`src/rtl/core/eft_ram.sv`:
```
// Generic single-write, single-read RAM with registered read data.
module eft_ram #(
	parameter int WIDTH = 32,
	parameter int DEPTH = 16
) (
	input  logic                                  clk,
	input  logic                                  we,
	input  logic [(DEPTH > 1 ? $clog2(DEPTH) : 1)-1:0] waddr,
	input  logic [WIDTH-1:0]                      wdata,
	input  logic                                  re,
	input  logic [(DEPTH > 1 ? $clog2(DEPTH) : 1)-1:0] raddr,
	output logic [WIDTH-1:0]                      rdata
);

	logic [WIDTH-1:0] mem [DEPTH];

	// read returns the old contents when both ports hit the same entry
	always_ff @(posedge clk) begin
		if (we) begin
			mem[waddr] <= wdata;
		end
		if (re) begin
			rdata <= mem[raddr];
		end
	end

endmodule

```
`config.mk`:
```
export PLATFORM = sky130hd
export DESIGN_NAME = eft_ram
export DESIGN_NICKNAME = d
export VERILOG_FILES = /design/src/rtl/core/eft_ram.sv
export SDC_FILE = /design/constraint.sdc
export NUM_CORES = 1
export LEC_CHECK = 0
export ABC_AREA = 0
export BUFFER_PORTS_ARGS = -buffer_cell sky130_fd_sc_hd__buf_2
export CAP_MARGIN = 10
export CORE_ASPECT_RATIO = 1.4
export CORE_MARGIN = 2
export CORE_UTILIZATION = 40
export DETAILED_ROUTE_END_ITERATION = 7
export HOLD_SLACK_MARGIN = 0.1
export PLACE_DENSITY = 0.62
export SYNTH_ARGS = -nofsm -noshare
export SYNTH_HDL_FRONTEND = slang
export SYNTH_SLANG_ARGS = --single-unit
```
`constraint.sdc`:
```
create_clock -name clk -period 8.9 [get_ports clk]
set_clock_uncertainty 0.05 [all_clocks]
set_input_delay 0.445 -clock clk [delete_from_list [all_inputs] [get_ports clk]]
set_output_delay 0.445 -clock clk [all_outputs]
set_load 0.01 [all_outputs]
```
==> results.md, run 1 <==
* Netlist Area Pre-Place at 0.0202 mm²
* # resized after CTS at 0
* Clk root buf: clkbuf_16
* CP endpoint kind: register
* Vias per Instance at 5.51
* WL met1 at 17,600 µm
* Worst Hold Class: input port to register
* Peak VDD IR at 155 µV
* # setup viols final at 0
* Worst-Skew Late Latency at 0.56 ns
* Fin crit share at 0.291
* Area of the multi-input gates at 0.00375 mm²
* Total grt overflow at 0
* Die Ht at 270 µm
* Fmax achieved at 386 MHz
* Top sig layer: met5
* I/O pin total at 75
* Core area at 0.0499 mm²
* First-pass GRT wire length at 63,700 µm
* Hold Vio Cnt, Final at 0
* Nets at 985
* Worst rel slew slack at 0.239
* Total number of vias at 8,935
* CTS Sinks at 544
* Syn Inst Count at 838
* Vias in the first global route at 9,562
* Layout Utilization at 0.462
* TritonCTS Buffers at 48
* Cell breakdown of the critical path: buf_4, buf_4, mux4_2, a22oi_1, nand2_1
* Routed WL at 42,900 µm
* Ys Warns at 0
* Leakage at 7.27 nW
* Hpwl dp at 20,600 µm
* DR WL/cell at 26.5 µm
* Initial Util at 0.404
* Worst-path clk slew at 0.06 ns
* Post-route ant nets at 0
* Non-Filler Instances at 1,621
* Register area at 0.0163 mm²
* Clock H-tree levels at 2
* Row Count at 97
* Worst path max stage delay at 0.89 ns
* Worst setup SP type: input port
* 1st-iter DRT viols at 962
* CTS tree: yes
* First-pass DRT Iterations at 5
* Remaining DRCs at 0
* Met2 Wirelength at 22,200 µm
* Post-CTS setup buffer count at 0
* Mapped Nets at 881
* Synth-to-layout area growth at 14.3%
* Fin Setup TNS at 0 ns
* GRT Resource Usage Total at 0.166
* Slew @ Worst Pin at 1.14 ns
* Antenna Cells at 0
* IO Port Bufs at 74
* Wire length on met3 at 2120 µm
* P per Cell Area at 229 mW/mm²
* Cts hold-fix bufs at 0
* Seq/Total Area, Yosys at 0.810
* Max Slew Vio Count at 0
* Worst Path Buf+Inv at 2
* #FFs+latches synth at 544
* Synth cell types at 17
* Largest net degree at the start of global routing at 66
* Initial antenna violation count at 3
* Die area at 0.0523 mm²
* Fin Hold WS at 0.199 ns
* Max stage delay cell, worst path: buf_4
* RSZ-0062 raised after global routing: no
* CP arrival at 2.85 ns
* Critical Path Fanout Max at 65
* Critical path type: input port to register
* Max clock buf depth at 3
* Placed Instances at 1,535
* Die X at 194 µm
* Status: finished, final reports clean
* Critical path required time at 9.16 ns
* Crit-path most repeated cell: buf_4
* Syn_area_per_cell at 24.1 µm²
* Critical path's top delay family: buffers and inverters
* Layout cells sized above 1 at 0.324
* Fillers at 4,030
* GPL Wtd Cong at 0.698
* Overall Power at 5.27 mW
* Final Critical Period at 2.59 ns
* MaxCap Viol Count at 0
==> Yosys cell counts <==
cell type	number	area [µm²]
nand3_1	1	5.00
buf_6	2	22.5
clkbuf_1	17	63.8
buf_4	11	82.6
buf_1	9	33.8
or3b_2	1	8.76
a22oi_1	64	480
nor3_1	4	20.0
and2_1	1	6.26
nand2_1	33	124
nor2b_1	2	12.5
nor2_1	13	48.8
nand2b_1	2	12.5
buf_2	4	20.0
nand3b_1	2	15.0
edfxtp_1	544	16300
mux4_2	128	2880
==> per-layer routing <==
layer,vias up,global-route usage
met2,249,0.287
met5,-,0
li1,3804,-
met4,6,0.0506
met1,4817,0.218
met3,59,0.0254
==> power by group <==
part	switching [mW]	internal [mW]	leakage (nW)
clock network	0.889	1.24	0.770
logic	0.148	0.0976	1.55
registers	0.0154	2.89	4.94
==> stage by stage <==
step	worst slack (ns)	cell area (µm²)
2_1_floorplan	5.23	20200
3_3_place_gp	5.66	21400
3_5_place_dp	5.67	21400
4_1_cts	6.27	23100
5_1_grt	6.11	23100
6_report	6.31	23100
==> path summary, 6_finish.rpt <==
check	cells past startpoint	endpoint	start	slack [ns]
max reg2reg	3	rdata[21]	mem[3][21]	7.35
min	1	mem[3][10]	wdata[10]	0.20
min reg2reg	3	rdata[27]	mem[14][27]	0.70
max	5	rdata[15]	raddr[1]	6.31
==> state kept, by name (all words and copies together), names as in the netlist <==
signal and flops:
rdata 32, mem 512
==> final cells by class <==
class / count / area share
Tap cell: 643 / 0.0349
Timing Repair Buffer: 97 / 0.0240
Multi-Input combinational cell: 251 / 0.163
Clock buffer: 55 / 0.0542
Clock inverter: 31 / 0.0156
Sequential cell: 544 / 0.709
==> kinds of logic after synthesis <==
group	Yosys count	synth area share
and+or+nand+nor	59	0.0125
AOI/OAI and AO/OA	64	0.0238
buffers and inverters	43	0.0110
DFF	544	0.810
muxes	128	0.143
==> cell usage in the layout (no fill, tap or decap), types with 4 or more instances in the layout <==
cell type / n
clkbuf_1: 6
clkinvlp_4: 6
nor3_2: 4
a22oi_1: 64
buf_4: 24
clkinv_2: 8
clkbuf_16: 49
bufinv_16: 8
mux4_2: 128
nand2_1: 33
buf_2: 72
edfxtp_1: 544
clkinv_1: 9
nor2_4: 13
No activity file was read; power rests on OpenSTA's default activity.
==> run 2: changes to the inputs <==
==> constraint.sdc (replaced) <==
create_clock -name clk -period 2.6 [get_ports clk]
set_clock_uncertainty 0.05 [all_clocks]
set_input_delay 0.13 -clock clk [delete_from_list [all_inputs] [get_ports clk]]
set_output_delay 0.13 -clock clk [all_outputs]
set_load 0.01 [all_outputs]
==> results.md, run 2 (same netlist as run 1, synthesis figures left out) <==
* Status: finished, final reports clean
* Peak VDD IR at 445 µV (+190%)
* Vias in the first global route at 9,638 (+0.79%)
* Die Ht at 270 µm (unchanged)
* Row Count at 97 (unchanged)
* R2R setup slack at 1.09 ns (-6.26 ns)
* Worst Hold Class: input port to register
* Dpl cell area at 0.0218 mm² (+1.8%)
* Die area at 0.0523 mm² (unchanged)
* IO Port Bufs at 74 (unchanged)
* Core area at 0.0499 mm² (unchanged)
* Largest regs: mem: 512 flops, rdata: 32 flops
* Worst rel slew slack at 0.379 (+0.141)
* RR Startpoint: mem[3][26]
* Post-CTS setup buffer count at 0 (unchanged)
* Fin Setup TNS at 0 ns (unchanged)
* Commonest non-fill, non-tap cell in the layout: edfxtp_1
* Largest Register: mem
* CTS Sinks at 544 (unchanged)
* Worst-Skew Late Latency at 0.56 ns (about the same)
* Worst hold path cell count at 4 (+3)
* Clk root buf: clkbuf_16
* Final Critical Period at 1.51 ns
* Critical path required time at 2.84 ns (-6.32 ns)
* First-pass GRT wire length at 64,200 µm (+0.84%)
* Worst setup SP type: register
* Non-Filler Instances at 1,662 (+2.5%)
* Pre-CTS setup slack at 0.604 ns (-5.06 ns)
* MaxCap Viol Count at 0 (unchanged)
* Placed Instances at 1,545 (+0.65%)
* RSZ-0062 raised after global routing: no
* Vias per Instance at 5.53 (+0.26%)
* I/O pin total at 75 (unchanged)
* Total grt overflow at 0 (unchanged)
* Leakage at 7.46 nW (+2.6%)
* Setup ws final at 1.09 ns (-5.22 ns)
* Clock H-tree levels at 2 (unchanged)
* Nets at 1,026 (+4.2%)
* CP endpoint kind: register
* Fmax achieved at 661 MHz
* Routed WL at 43,500 µm (+1.2%)
* Reg2reg end: rdata[26]
* Die X at 194 µm (unchanged)
* First-pass DRT Iterations at 7 (+2)
* Post-route ant nets at 0 (unchanged)
* Fin crit share at 0.582
* Worst-path clk slew at 0.06 ns (about the same)
* Slew @ Worst Pin at 0.931 ns (-0.211 ns)
* Hold Vio Cnt, Final at 0 (unchanged)
* Worst Hold Path EP: rdata[9]
* Max Slew Vio Count at 0 (unchanged)
* GPL Wtd Cong at 0.693 (-0.76%)
* Synth-to-layout area growth at 16.9%
* 1st-iter DRT viols at 887 (-7.8%)
* CP arrival at 1.75 ns (-1.10 ns)
* Largest net degree at the start of global routing at 57 (-14%)
* Max clock buf depth at 3 (unchanged)
* Max FFs per register at 512 (unchanged)
* Critical Path Fanout Max at 1 (-98%)
* Layout cells sized above 1 at 0.310 (-0.0137)
* GRT Resource Usage Total at 0.168 (+0.00151)
* Most frequent cells in the layout: 544 x edfxtp_1, 128 x mux4_2, 72 x buf_2
* Remaining DRCs at 0 (unchanged)
* Critical path type: register to register
* Min-delay src: raddr[1]
* Initial antenna violation count at 2 (-1)
* Cells on worst reg2reg path at 3 (unchanged)
* TritonCTS Buffers at 47 (-2.1%)
* Layout Utilization at 0.473 (+0.0106)
* DR WL/cell at 26.2 µm (-1.2%)
* Hpwl dp at 21,800 µm (+5.9%)
* Post-route cell area at 0.0236 mm² (+2.3%)
* # setup viols final at 0 (unchanged)
* Initial Util at 0.404 (unchanged)
* CTS tree: yes
* P per Cell Area at 739 mW/mm² (+220%)
* Total number of vias at 9,185 (+2.8%)
[run 2: cell type report]
type	count	area, µm²
clock inverter	23	155
multi-input combinational	251	3770
clock buffer	61	1270
fill	4008	26300
sequential	544	16300
timing repair buffer	139	1240
antenna	1	2.50
tap	643	805
[run 2: worst max path at each step]
stage / from / endpoint
floorplan: waddr[2] / mem[1][0]
global placement: waddr[2] / mem[9][27]
detailed placement: waddr[2] / mem[9][27]
CTS: mem[3][26] / rdata[26]
global route: mem[3][26] / rdata[26]
finish: mem[3][26] / rdata[26]
[run 2: stage by stage]
stage	total power [mW]	hold slack, ns
5_1_grt	18.0	0.139
2_1_floorplan	10.6	0.179
4_1_cts	17.6	0.106
3_5_place_dp	11.0	0.466
3_3_place_gp	11.0	0.441
6_report	17.4	0.138
[run 2: worst max-delay path, stage by stage, from the launching register on]
cell	delay (ns)
edfxtp_1	0.36
mux4_2	0.47
a22oi_1	0.23
nand2_1	0.14
[run 2: repair_timing]
action,in CTS,in global routing
hold endpoints to repair,512,0
resized for setup,0,0
hold buffers,32,0
[run 2: where the power goes]
group / internal (mW) / total (mW) / switching [mW]
Sequential: 9.88 / 9.93 / 0.0571
Combinational: 0.397 / 0.924 / 0.527
Clock: 3.63 / 6.58 / 2.95
[run 2: per-layer routing]
layer	routed length [µm]	GRT usage	part of all wire
met4	774	0.0448	0.018
met3	2440	0.0233	0.056
met5	11	0	0.00025
met1	17500	0.222	0.40
met2	22700	0.293	0.52
==> run 3: changes to the inputs <==
--- a/config.mk
+++ b/config.mk
@@ -5,7 +5,7 @@
 export SDC_FILE = /design/constraint.sdc
 export NUM_CORES = 1
 export LEC_CHECK = 0
-export ABC_AREA = 0
+export ABC_AREA = 1
 export BUFFER_PORTS_ARGS = -buffer_cell sky130_fd_sc_hd__buf_2
 export CAP_MARGIN = 10
 export CORE_ASPECT_RATIO = 1.4
@@ -13,7 +13,7 @@
 export CORE_UTILIZATION = 40
 export DETAILED_ROUTE_END_ITERATION = 7
 export HOLD_SLACK_MARGIN = 0.1
-export PLACE_DENSITY = 0.62
+export PLACE_DENSITY = 0.63
 export SYNTH_ARGS = -nofsm -noshare
 export SYNTH_HDL_FRONTEND = slang
 export SYNTH_SLANG_ARGS = --single-unit
==> constraint.sdc (replaced) <==
create_clock -name clk -period 1.3 [get_ports clk]
set_clock_uncertainty 0.05 [all_clocks]
set_input_delay 0.065 -clock clk [delete_from_list [all_inputs] [get_ports clk]]
set_output_delay 0.065 -clock clk [all_outputs]
set_load 0.01 [all_outputs]
==> results.md, run 3 <==
* IO Port Bufs at 74 (unchanged)
* Netlist Area Pre-Place at 0.0231 mm² (+14%)
* Synth cell types at 14 (-3)
* Final Critical Period at 1.33 ns
* CP endpoint kind: output pin
* Worst Setup SP: rdata[8]
* GPL Wtd Cong at 0.793 (+14%)
* Row Count at 104 (+7.2%)
* Initial antenna violation count at 2 (unchanged)
* Initial Util at 0.403 (-0.00184)
* Remaining DRCs at 0 (unchanged)
* Critical Path Fanout Max at 1 (unchanged)
* RSZ-0062 raised after global routing: yes
* Die area at 0.0596 mm² (+14%)
* Leakage at 11.4 nW (+53%)
* Slew @ Worst Pin at 0.387 ns (-0.544 ns)
* Mapped Nets at 2,163 (+150%)
* CTS Sinks at 544 (unchanged)
* Critical path's top delay family: flip-flops
* #FFs+latches synth at 544 (unchanged)
* Post-synth ARST share at 0 (unchanged)
* Fmax achieved at 751 MHz
* Largest Register: mem
* RR Startpoint: mem[5][11]
* Post-synth top area cell: edfxtp_1
* Critical path required time at 1.19 ns (-1.65 ns)
* Largest regs: mem: 512 flops, rdata: 32 flops
* Most used DFF post-synth: edfxtp_1
* Clock Power Share at 0.384 (+0.007)
* Top cells by count, synth: 677 x nand2_1, 544 x edfxtp_1, 388 x inv_1
* Most frequent cells in the layout: 673 x nand2_1, 544 x edfxtp_1, 386 x inv_1
* Commonest non-fill, non-tap cell in the layout: nand2_1
* Layout cells sized above 1 at 0.117 (-0.193)
* Core area at 0.0573 mm² (+15%)
* Overall Power at 36.5 mW (+110%)
* Gate power share at 0.072 (+0.019)
* Setup ws final at -0.0320 ns (-1.12 ns)
* Worst rel slew slack at 0.741 (+0.362)
* EDFF count, synth at 544 (unchanged)
* Power Internal at 28.4 mW (+100%)
* Max Slew Vio Count at 0 (unchanged)
* CP arrival at 1.22 ns (-0.53 ns)
* Peak VDD IR at 820 µV (+84%)
* Vias in the first global route at 15,000 (+56%)
* Hpwl dp at 32,000 µm (+47%)
* CTS tree: yes
* Ys Warns at 0 (unchanged)
* Area contributors post-synth: edfxtp_1 71%, nand2_1 11%, nand3_1 8.4%, inv_1 6.3%, buf_6 1.4%
* Fin crit share at 1.02
* Worst path max stage delay at 0.46 ns (about the same)
* Largest net degree at the start of global routing at 89 (+56%)
* Clock H-tree levels at 2 (unchanged)
* Max stage delay cell, worst path: edfxtp_1
* Cell breakdown of the critical path: buf_2
* Die X at 207 µm (+6.7%)
* Clk root buf: clkbuf_16
* Routed WL at 56,800 µm (+31%)
* Post-synth top area share at 0.709 (-0.101)
* Vias per Instance at 4.97 (-10%)
* Post-route ant nets at 0 (unchanged)
* Worst setup SP type: register
* MaxCap Viol Count at 0 (unchanged)
* Syn Inst Count at 2,120 (+150%)
* Critical path type: register to output pin
* Reg power frac at 0.545 (-0.025)
* Min-delay src: raddr[2]
* Most numerous cell in the Yosys netlist: nand2_1
* Status: finished, violations left
* Worst Path Buf+Inv at 1 (+1)
* P per Cell Area at 1350 mW/mm² (+82%)
* 1st-iter DRT viols at 1,364 (+54%)
* Failing checks: setup timing
* Worst-path clk slew at 0.06 ns (about the same)
* # setup viols final at 3 (+3)
* Worst Hold Class: input port to register
* Synth-to-layout area growth at 17.6%
* Total number of vias at 15,200 (+65%)
* GRT Resource Usage Total at 0.191 (+0.0232)
* First-pass GRT wire length at 85,700 µm (+33%)
* Seq/Total Area, Yosys at 0.709 (-0.101)
* Worst-Skew Late Latency at 0.58 ns (+0.02 ns)
* Die Ht at 288 µm (+6.8%)
* DR WL/cell at 18.6 µm (-29%)
* Nets at 2,312 (+130%)
* Max clock buf depth at 3 (unchanged)
* Dpl cell area at 0.0251 mm² (+15%)
* Max FFs per register at 512 (unchanged)
* Syn_area_per_cell at 10.9 µm² (-55%)
* Post-route cell area at 0.0271 mm² (+15%)
* First-pass DRT Iterations at 8 (+1)
* I/O pin total at 75 (unchanged)
* Switch Pwr at 8.09 mW (+130%)
* Hold Vio Cnt, Final at 0 (unchanged)
* TritonCTS Buffers at 48 (+2.1%)
* Total grt overflow at 0 (unchanged)
* Sw Share at 0.222 (+0.0195)
## run 3: changes by cell type after synthesis, sizes merged, moves of 2 or more
cell    delta
a22oi     -64
buf       +65
clkbuf     -3
inv      +390
mux4     -128
nand2    +644
nand2b     -2
nand3    +384
nor2       +4
nor2b      -2
nor3       -4
## run 3: cell families (layout without fill, tap and decap cells)
family	after synthesis	in the layout	share of synthesized area
buffers and inverters	495	682	0.0941
DFF	544	544	0.709
other	0	1	0
and+or+nand+nor	1081	1081	0.197
## run 3: per-stage QoR
stage	instances	TNS, ns	utilization	hold WS, ns	setup slack [ns]
2_1_floorplan	2120	-38.80	-	0.114	-0.152
3_3_place_gp	2924	-1.29	0.439	0.389	-0.127
3_5_place_dp	2924	-2.75	0.439	0.399	-0.128
4_1_cts	3046	-0.207	0.472	0.115	-0.0630
5_1_grt	3050	-0.222	0.473	0.140	-0.0801
6_report	3050	-0.0554	0.473	0.128	-0.0320
## run 3: area by class of cell
cell class	count	area [µm²]
Inverter	390	1470
Timing Repair Buffer	204	2150
Fill cell	5077	30100
Sequential cell	544	16300
Clock buffer	55	1250
Multi-Input combinational cell	1081	4680
Tap cell	742	928
Clock inverter	33	283
Antenna cell	1	2.50
## run 3: path summary, 6_finish.rpt
path,to,slack (ns),cells after the start
worst max-delay path,rdata[8],-0.03,1
worst min register to register,rdata[4],0.69,6
worst min-delay path,rdata[27],0.13,5
worst max register to register,rdata[11],0.08,6
## run 3: per-layer routing
| metal | track usage | share of wire | vias up |
|---|---|---|---|
| met4 | 0.0842 | 0.040 | 0 |
| met3 | 0.0271 | 0.061 | 147 |
| met5 | 0 | 0 | - |
| li1 | - | - | 7160 |
| met2 | 0.332 | 0.50 | 522 |
| met1 | 0.235 | 0.39 | 7343 |
## run 3: worst register-to-register path, stage by stage (launching register included)
cell      delay (ns)
edfxtp_1        0.38
inv_1           0.08
nand2_1         0.05
nand3_1         0.10
nand3_1         0.08
nand3_1         0.10
nand2_1         0.12
## run 3: repair_timing
action                                 in CTS  in global routing
setup endpoints to repair                   6                 20
cloned                                      0                  2
resized for setup                           0                  6
endpoints found under the hold margin     545                  0
buffers inserted                            0                  1
hold buffers                               34                  0
## run 3: power by group through the flow
stage               Sequential [mW]  Combinational, mW  Clock, mW
global route                   19.9               2.89       14.9
detailed placement             20.2               2.49          0
floorplan                      20.3               1.37          0
finish                         19.9               2.62       14.0
global placement               20.2               2.44          0
CTS                            19.9               2.59       14.2
